### config.mk
export PLATFORM = sky130hd
export DESIGN_NAME = grl_resolve
export DESIGN_NICKNAME = d
export VERILOG_FILES = /design/src/hdl/grl_pkg.sv /design/src/hdl/grl_resolve.sv
export SDC_FILE = /design/constraint.sdc
export NUM_CORES = 1
export LEC_CHECK = 0
export BUFFER_PORTS_ARGS = -buffer_cell sky130_fd_sc_hd__clkbuf_2
export CAP_MARGIN = 20
export CELL_PAD_IN_SITES_DETAIL_PLACEMENT = 1
export CELL_PAD_IN_SITES_GLOBAL_PLACEMENT = 1
export CORE_MARGIN = 10
export CORE_UTILIZATION = 32
export CTS_BUF_LIST = sky130_fd_sc_hd__clkbuf_2
export DETAILED_ROUTE_END_ITERATION = 7
export GPL_ROUTABILITY_DRIVEN = 0
export PLACE_DENSITY_LB_ADDON = 0.25
export SLEW_MARGIN = 25
export SYNTH_ARGS = -nofsm -noshare
export SYNTH_HDL_FRONTEND = slang
export SYNTH_SLANG_ARGS = --single-unit
### constraint.sdc
create_clock -name clock -period 5.34 [get_ports clock]
set_clock_uncertainty 0.15 [all_clocks]
set_input_delay 0.801 -clock clock [delete_from_list [all_inputs] [get_ports clock]]
set_output_delay 0.801 -clock clock [all_outputs]
set_load 0.05 [all_outputs]
### src/hdl/grl_pkg.sv
// Package with the shared types, constants and the search step for the glyph range lookup.
`default_nettype none
package grl_pkg;

   localparam int MAX_RANGES  = 128;
   localparam int GLYPH_BYTES = 32;

   localparam int IDX_W    = (MAX_RANGES > 1) ? $clog2(MAX_RANGES) : 1;
   localparam int CNT_W    = $clog2(MAX_RANGES + 1);
   localparam int PROBES   = $clog2(MAX_RANGES + 1);
   localparam int SLOT_W   = 7;
   localparam int CP_W     = 21;
   localparam int WORD_W   = 32;
   localparam int RC_W     = 8;
   localparam int OFF_W    = WORD_W + 2;
   localparam int CSR_IDX_W = 2;

   localparam logic [WORD_W-1:0] IDX_LIMIT = WORD_W'(64'hFFFF_FFFF / GLYPH_BYTES);

   localparam logic ACT_WRITE  = 1'b0;
   localparam logic ACT_LOOKUP = 1'b1;

   localparam logic [1:0] ST_HIT           = 2'd0;
   localparam logic [1:0] ST_NOT_LOADED    = 2'd1;
   localparam logic [1:0] ST_NO_RANGE      = 2'd2;
   localparam logic [1:0] ST_OUT_OF_BOUNDS = 2'd3;

   localparam logic [CSR_IDX_W-1:0] CSR_ENTRY_COUNT  = 2'd0;
   localparam logic [CSR_IDX_W-1:0] CSR_DATA_SIZE    = 2'd1;
   localparam logic [CSR_IDX_W-1:0] CSR_TABLE_LOADED = 2'd2;

   typedef struct packed {
      logic              action;
      logic [SLOT_W-1:0] entry_index;
      logic [WORD_W-1:0] range_first;
      logic [WORD_W-1:0] range_last;
      logic [WORD_W-1:0] range_glyph_offset;
      logic [CP_W-1:0]   codepoint;
   } req_item_type;

   typedef struct packed {
      logic [1:0]        lookup_status;
      logic [WORD_W-1:0] glyph_byte_offset;
   } rsp_item_type;

   typedef struct packed {
      logic [WORD_W-1:0] first;
      logic [WORD_W-1:0] last;
      logic [WORD_W-1:0] offset;
   } entry_type;

   typedef struct packed {
      logic              valid;
      logic              is_write;
      logic              wr_ok;
      logic [IDX_W-1:0]  slot;
      entry_type         wr_entry;
      logic [CP_W-1:0]   codepoint;
      logic              loaded;
      logic [CNT_W-1:0]  lo;
      logic [CNT_W-1:0]  hi_end;
      logic              probe;
      logic [IDX_W-1:0]  mid;
      logic              found;
      logic [WORD_W-1:0] hit_first;
      logic [WORD_W-1:0] hit_offset;
   } pipe_type;

   // Folds the entry read at the previous probe into the search window.
   function automatic pipe_type merge_probe(pipe_type s, entry_type e);
      pipe_type          r;
      logic [WORD_W-1:0] cp;
      r  = s;
      cp = WORD_W'(s.codepoint);
      if (s.valid && s.probe) begin
         if (cp < e.first) begin
            r.hi_end = CNT_W'(s.mid);
         end else if (cp > e.last) begin
            r.lo = CNT_W'(s.mid) + CNT_W'(1);
         end else begin
            r.found      = 1'b1;
            r.hit_first  = e.first;
            r.hit_offset = e.offset;
         end
      end
      r.probe = 1'b0;
      return r;
   endfunction

endpackage
`default_nettype wire

### src/hdl/grl_resolve.sv
// Final probe merge, glyph offset arithmetic, bounds check and result register.
`default_nettype none
module grl_resolve (
   input  wire                       clock,
   input  wire                       reset,
   input  wire grl_pkg::pipe_type    up_stage,
   input  wire grl_pkg::entry_type   up_entry,
   input  wire [grl_pkg::WORD_W-1:0] data_size,
   output logic                      rsp_valid,
   output grl_pkg::rsp_item_type     rsp_item
);
   import grl_pkg::*;

   pipe_type          merged;
   logic [WORD_W-1:0] idx;

   logic              a_valid_in, a_valid_ff;
   logic              a_pending_in, a_pending_ff;
   logic [1:0]        a_status_in, a_status_ff;
   logic [WORD_W-1:0] a_idx_ff;
   logic [WORD_W-1:0] a_offset_ff;

   logic              b_valid_ff;
   logic              b_pending_ff;
   logic [1:0]        b_status_ff;
   logic [OFF_W-1:0]  b_sum_in, b_sum_ff;

   logic              c_valid_ff;
   rsp_item_type      c_item_in, c_item_ff;
   logic [OFF_W-1:0]  c_end;

   always_comb begin
      merged       = merge_probe(up_stage, up_entry);
      idx          = WORD_W'(merged.codepoint) - merged.hit_first;
      a_valid_in   = merged.valid && !merged.is_write;
      a_pending_in = 1'b0;
      if (!merged.loaded) begin
         a_status_in = ST_NOT_LOADED;
      end else if (!merged.found) begin
         a_status_in = ST_NO_RANGE;
      end else if (idx > IDX_LIMIT) begin
         a_status_in = ST_OUT_OF_BOUNDS;
      end else begin
         a_status_in  = ST_HIT;
         a_pending_in = 1'b1;
      end
   end

   always_ff @(posedge clock) begin
      a_pending_ff <= a_pending_in;
      a_status_ff  <= a_status_in;
      a_idx_ff     <= idx;
      a_offset_ff  <= merged.hit_offset;
      if (reset) begin
         a_valid_ff <= 1'b0;
      end else begin
         a_valid_ff <= a_valid_in;
      end
   end

   assign b_sum_in = OFF_W'(a_offset_ff) + OFF_W'(OFF_W'(a_idx_ff) * OFF_W'(GLYPH_BYTES));

   always_ff @(posedge clock) begin
      b_pending_ff <= a_pending_ff;
      b_status_ff  <= a_status_ff;
      b_sum_ff     <= b_sum_in;
      if (reset) begin
         b_valid_ff <= 1'b0;
      end else begin
         b_valid_ff <= a_valid_ff;
      end
   end

   // The glyph must lie wholly inside the data image.
   always_comb begin
      c_end                       = b_sum_ff + OFF_W'(GLYPH_BYTES);
      c_item_in.lookup_status     = b_status_ff;
      c_item_in.glyph_byte_offset = '0;
      if (b_pending_ff) begin
         if (c_end > OFF_W'(data_size)) begin
            c_item_in.lookup_status = ST_OUT_OF_BOUNDS;
         end else begin
            c_item_in.lookup_status     = ST_HIT;
            c_item_in.glyph_byte_offset = b_sum_ff[WORD_W-1:0];
         end
      end
   end

   always_ff @(posedge clock) begin
      c_item_ff <= c_item_in;
      if (reset) begin
         c_valid_ff <= 1'b0;
      end else begin
         c_valid_ff <= b_valid_ff;
      end
   end

   assign rsp_valid = c_valid_ff;
   assign rsp_item  = c_item_ff;

endmodule
`default_nettype wire

### Yosys cells after proc, flatten, opt, wreduce, memory -nomap -nowiden

Cells that the tools add are included.

* flip-flop bits (word level): 138
* bits in latches: 0
* RAM bits: 0
* bits in read-only memories: 0
* input bits: 347
* logic and storage cells: 34
* memories: 0

* add/sub/neg operators: 3
* multipliers: 0
* divide/modulo/power cells: 0
* order comparisons: 4
* eq/ne operators: 0
* shift-type cells: 0
* mux-type cells: 9
* bitwise gates (word level): 1
* reduce and logical (&&, ||, !) cells: 5

Operators by type and width (number)
* 65-bit 2-to-1 mux: 3
* 32-bit by 34-bit adder with 34-bit output: 1
* 34-bit by 6-bit adder with 34-bit output (second input constant): 1
* 34-bit by 32-bit greater-than comparator with 1-bit output: 1
* 34-bit 2-to-1 mux: 1
* 21-bit by 32-bit greater-than comparator with 1-bit output: 1
* 32-bit by 27-bit greater-than comparator with 1-bit output (second input constant): 1
* 21-bit by 32-bit less-than comparator with 1-bit output: 1
* 32-bit 2-to-1 mux: 1
* 21-bit by 32-bit subtractor with 32-bit output: 1
* 2-bit 2-to-1 mux: 3
* 1-bit logical AND: 2
* 2-bit AND reduction: 1
* 2-bit OR reduction: 1
* 1-bit logical NOT: 1
* 1-bit 2-to-1 mux: 1
* 1-bit NOT: 1

### Longest topological paths before layout

* depth in word-level cells: 8
* gate-level depth with buffers: 23
* mapped depth without buffers: 20

### Least setup slack after synthesis

No wires, ideal clock.

* path kind: in2reg
* start point: in up_entry[78] in the netlist's numbering
* end point: reg a_pending_ff
* library setup time: 0.116 ns
* arrival: 5.133 ns
* required time: 5.074 ns
* setup slack: -0.059 ns
* stages on the path: 22
* path buffers: 3
* cell sequence: inv_1 ha_1 nand4_1 or4_1 or4_1 nand3_1 o211ai_1 clkbuf_1 clkbuf_1 nor2_1 a21oi_1 ha_1 nand4_4 nor4_2 o41a_2 o21ai_2 a31o_1 buf_6 or4_4 a31oi_4 nor2_2 and4_1

* cells in the longest elaborated chain, start to end: 6
* elaborated cells between the ends (all ways): 8

RTL lines
* start, declared: RTL line grl_resolve.sv:7 `input wire grl_pkg::entry_type up_entry,`
* 21-bit by 32-bit less-than comparator with 1-bit output / 65-bit 2-to-1 mux (equally long branches): RTL line grl_pkg.sv:76, grl_pkg.sv:78
* 65-bit 2-to-1 mux (*): RTL line grl_pkg.sv:76 `if (cp < e.first) begin`
* 65-bit 2-to-1 mux (*): RTL line grl_pkg.sv:75 `if (s.valid && s.probe) begin`
* 21-bit by 32-bit subtractor with 32-bit output (*): RTL line grl_resolve.sv:34 `idx = WORD_W'(merged.codepoint) - merged.hit_first;`
* named net idx[27]: RTL line grl_resolve.sv:15 `logic [WORD_W-1:0] idx;`
* 32-bit by 27-bit greater-than comparator with 1-bit output (*): RTL line grl_resolve.sv:41 `end else if (idx > IDX_LIMIT) begin`
* 1-bit 2-to-1 mux (*): RTL line grl_resolve.sv:41
* end signal, assigned: RTL line grl_resolve.sv:50 `a_pending_ff <= a_pending_in;`
* end, declared: RTL line grl_resolve.sv:18 `logic a_pending_in, a_pending_ff;`

The timed path passes the listed nets; every way through them passes the cells marked *.
A chain may end at the register's enable or synchronous reset.

### Final worst setup path

* start point: in up_entry[77] in the netlist's numbering
* end point: reg a_pending_ff

* cells in the longest elaborated chain, start to end: 6
* elaborated cells between the ends (all ways): 8

RTL lines (RTL line)
* 21-bit by 32-bit less-than comparator with 1-bit output / 65-bit 2-to-1 mux (equally long branches): grl_pkg.sv:76, grl_pkg.sv:78
* 65-bit 2-to-1 mux (*): grl_pkg.sv:76
* 65-bit 2-to-1 mux (*): grl_pkg.sv:75
* 21-bit by 32-bit subtractor with 32-bit output: grl_resolve.sv:34
* 32-bit by 27-bit greater-than comparator with 1-bit output: grl_resolve.sv:41
* 1-bit 2-to-1 mux: grl_resolve.sv:41

Every way passes the cells marked *; elsewhere a longest branch is shown, timed or not.

==> flow_summary_export.csv <==
group,metric,value,unit
power,vdd_ir_drop_max,0.115,mV
yosys,asyncSetResetFlopFracSynth,0,%
layout,area.growth.synth_to_final,30.5,%
grt,grt_overflow,0,
clock_network,tritoncts_num_sinks,138,
critical_path,crit_path_start_kind,"input port",
yosys,synth-edff-count,0,
drt,postRouteAntennaNets,0,
yosys,synth_adder_area_share,18.1,%
drt,drt_iter0_drc,278,
floorplan,floorplan.die_area,0.0343,mm^2
critical_path,crit_path_cell_trace,"clkbuf_2, inv_1, ha_1, nand4_1, or4_1, or4_1, nand3_1, o211ai_1, buf_4, nor2_1, a21oi_1, ha_1, buf_4, o21a_1, o31a_1, o41a_2, o21ai_2, a31o_1, nand2b_1, a41oi_1, nor2_2, and4_1",
critical_path,crit_path_max_incr_delay,0.60,ns
placed_design,hpwl,23100,um
timing,rsz0062_at_grt,"false",
drt,avgRoutedWirePerCell,15.6,um
grt,track_usage,15.3,%
critical_path,critPathKind,"input port to register",
floorplan,core_region_area,0.0269,mm^2
timing,worst_slack,0.223,ns
yosys,netlist.top_cell.by_area,"sky130_fd_sc_hd__dfxtp_1",
critical_path,crit_buf_inv,4,
drt,drtPass1Iterations,4,
critical_path,crit_slowest_cell,"sky130_fd_sc_hd__or4_1",
clock_network,number_of_buffers_added_by_the_clock_tree_synthesis_step,17,
clock_network,tritoncts_clock_tree,"built",
critical_path,crit_required,5.84,ns
clock_network,clk_latency,0.72,ns
power,powerDensity,280,mW/mm^2
yosys,list_of_most_frequent_post_synthesis_cells,"sky130_fd_sc_hd__dfxtp_1, sky130_fd_sc_hd__ha_1, sky130_fd_sc_hd__inv_1, sky130_fd_sc_hd__a21oi_1, sky130_fd_sc_hd__nor2_1",
floorplan,top_level_ports,382,
power,p_leak,5.83,nW
floorplan,initial_core_util,32.5,%
yosys,synth.lib_cells_used.distinct,72,
grt,via_count_of_the_first_global_routing_pass,8760,
yosys,synth_area_per_cell,8.92,um^2
critical_path,crit_arrival,5.62,ns
timing,final-setup-viol-count,0,
run_status,status,"finished clean",
yosys,post_synth_mux_area_share,4.25,%
yosys,synth.cell_area,0.00874,mm^2
clock_network,cts-root-to-sink-buffers,2,
yosys,post_synth_simple_gate_area,17.3,%
layout,fillers,3307,
critical_path,critPathTopFamily,"simple AND/OR/NAND/NOR gates",
drt,routed_via_density,4.78,
placed_design,post-place-ws,-0.672,ns
drt,route.vias.total,8096,
yosys,synth-warning-count,0,
grt,pin_count_of_the_biggest_net_entering_global_routing,44,
layout,nets,1810,
floorplan,row_count,60,
drt,post-route-drc-count,0,
yosys,ys_top_cells_by_area,"sky130_fd_sc_hd__dfxtp_1, sky130_fd_sc_hd__ha_1, sky130_fd_sc_hd__xnor2_1",
clock_network,cts.reportedPaths.clkPinSlew,0.23,ns
timing,worst_slew_pin_slew,0.758,ns
clock_network,cts_root_buf,"sky130_fd_sc_hd__clkbuf_2",
yosys,synth_top_family_by_area,"adder cells",
timing,finalHoldViolCount,0,
timing,timing.fmax,195,MHz
yosys,ys_seq_elements,138,
yosys,synthCells,979,
drt,drt-total-wl,26400,um
clock_network,maximum_level_of_the_cts_h_tree,4,
yosys,ys_seq_area_share,31.6,%
flow_run,max-cap-violations,0,
timing,period_minus_slack,5.12,ns
layout,post_route_cells_drive_above_1_share,30.9,%
yosys,yosys.area.top_type_share,31.6,%
yosys,yosys.cell_count.top_type,"sky130_fd_sc_hd__dfxtp_1",
floorplan,die-width,185,um
timing,tcrit_tclk_final,95.8,%
yosys,synthFlopType,"sky130_fd_sc_hd__dfxtp_1",
power,total_power,3.19,mW
critical_path,category_of_the_worst_setup_path_capture_point,"register",
yosys,postSynthNetCount,1451,
floorplan,die_height,185,um
placed_design,portBuffers,254,
timing,slew_viol_final,0,
timing,maxSlewHeadroom,48.1,%
grt,antenna_found_initial,1,
critical_path,critPathMaxFanout,25,
yosys,synth_xor_xnor_area_share,6.62,%
min_path,hp-class,"input port to register",
grt,wire_length_of_the_first_global_routing_pass,42400,um
yosys,synth_compound_area_share,17.0,%
[report_power, final]
part,switching (mW),leakage (nW),internal (mW),total (mW)
sequential,0.139,1.15,1.19,1.33
clock,0.416,0.160,0.274,0.690
combinational,0.582,4.52,0.592,1.17
total,1.14,5.83,2.05,3.19
[final timing paths]
path | startpoint | endpoint | slack, ns | cells after the start
worst max-delay path | up_entry[77] | a_pending_ff | 0.22 | 22
worst max register to register | b_sum_ff[7] | rsp_item[10] | 0.69 | 17
worst min register to register | a_offset_ff[3] | b_sum_ff[3] | 0.20 | 0
worst min-delay path | reset | b_valid_ff | 0.09 | 2
[worst register-to-register path: cells and delay by family, from the launching register on]
family / cells / cell delay, ns
AND/OR/NAND/NOR: 9 / 1.61
adder cells (fa/ha/maj): 1 / 0.18
XOR/XNOR: 1 / 0.14
AO/OA/AOI/OAI: 6 / 2.09
flip-flops: 1 / 0.45
[final cells by class]
class                           count  area [um^2]  area share (%)
Multi-Input combinational cell    730         5530            48.5
Sequential cell                   138         2760            24.2
Timing Repair Buffer              358         2060            18.1
Tap cell                          341          427            3.74
Inverter                           93          349            3.06
Clock inverter                     14          186            1.64
Clock buffer                       17         85.1           0.746
Antenna cell                        1         2.50          0.0219
[cells in the final DEF (no fill, tap or decap), types with 3 or more instances in the layout]
master,Yosys,layout
sky130_fd_sc_hd__nand2_1,41,41
sky130_fd_sc_hd__bufinv_16,0,3
sky130_fd_sc_hd__o211ai_1,5,5
sky130_fd_sc_hd__and3_1,9,9
sky130_fd_sc_hd__a211oi_1,9,9
sky130_fd_sc_hd__or3_1,5,5
sky130_fd_sc_hd__o21bai_1,3,3
sky130_fd_sc_hd__inv_6,0,5
sky130_fd_sc_hd__nand4_1,22,22
sky130_fd_sc_hd__ha_1,123,123
sky130_fd_sc_hd__o31ai_1,5,5
sky130_fd_sc_hd__nor2b_1,8,8
sky130_fd_sc_hd__clkbuf_2,0,271
sky130_fd_sc_hd__a21boi_0,3,3
sky130_fd_sc_hd__nor2_1,72,72
sky130_fd_sc_hd__inv_1,93,93
sky130_fd_sc_hd__o21ai_1,6,6
sky130_fd_sc_hd__and2_1,34,34
sky130_fd_sc_hd__a31oi_1,9,9
sky130_fd_sc_hd__xor2_1,18,18
sky130_fd_sc_hd__o31a_1,3,3
sky130_fd_sc_hd__mux2_2,7,7
sky130_fd_sc_hd__o2111ai_1,3,3
sky130_fd_sc_hd__nand3_1,27,27
sky130_fd_sc_hd__nor4_1,6,6
sky130_fd_sc_hd__or2_2,3,3
sky130_fd_sc_hd__o21a_1,15,15
sky130_fd_sc_hd__nand2b_1,12,12
sky130_fd_sc_hd__a221oi_1,5,5
sky130_fd_sc_hd__xnor2_1,48,48
sky130_fd_sc_hd__nor3_1,19,19
sky130_fd_sc_hd__buf_4,0,102
sky130_fd_sc_hd__or4_1,4,4
sky130_fd_sc_hd__mux2_1,26,26
sky130_fd_sc_hd__dfxtp_1,138,138
sky130_fd_sc_hd__o21ai_0,27,27
sky130_fd_sc_hd__a21o_1,30,30
sky130_fd_sc_hd__and4_1,5,5
sky130_fd_sc_hd__a21oi_1,72,71
[state kept, by name (all words and copies together), names as in the netlist]
signal	flops
b_sum_ff	34
rsp_item	34
a_offset_ff	32
a_idx_ff	29
a_status_ff	2
b_status_ff	2
a_pending_ff	1
a_valid_ff	1
b_pending_ff	1
b_valid_ff	1
rsp_valid	1
[per-stage QoR]
| stage | hold WS [ns] | utilization [%] | std cells | setup TNS, ns | area, um^2 |
|---|---|---|---|---|---|
| finish | 0.0880 | 42.4 | 1692 | 0 | 11400 |
| global route | 0.0284 | 42.4 | 1692 | 0 | 11400 |
| CTS | 0.00135 | 42.4 | 1691 | 0 | 11400 |
| detailed placement | 0.164 | 41.3 | 1659 | -7.63 | 11100 |
| global placement | 0.160 | 41.3 | 1659 | -4.80 | 11100 |
| floorplan | 0.160 | - | 979 | 0 | 8750 |
[what timing repair did]
item,in CTS,in global routing
setup endpoints to repair,0,8
hold endpoints to repair,1,0
gates resized for setup,0,3
setup buffers,0,0
hold buffers,1,0
[metal layers]
layer / wire, um / vias up / GRT usage [%] / share of wire, %
li1: - / 4210 / - / -
met1: 11700 / 3671 / 17.8 / 45
met2: 12400 / 195 / 26.4 / 47
met3: 1860 / 20 / 5.21 / 7.1
met4: 334 / 0 / 3.74 / 1.3
met5: 0 / - / 0 / 0
[cell families after synthesis]
logic type | count (synthesis)
simple gates | 284
compound gates | 222
fa+ha+maj | 125
mux | 33
flops | 138
xor+xnor | 66
buf+inv | 111
No activity file was read; power rests on OpenSTA's default activity.
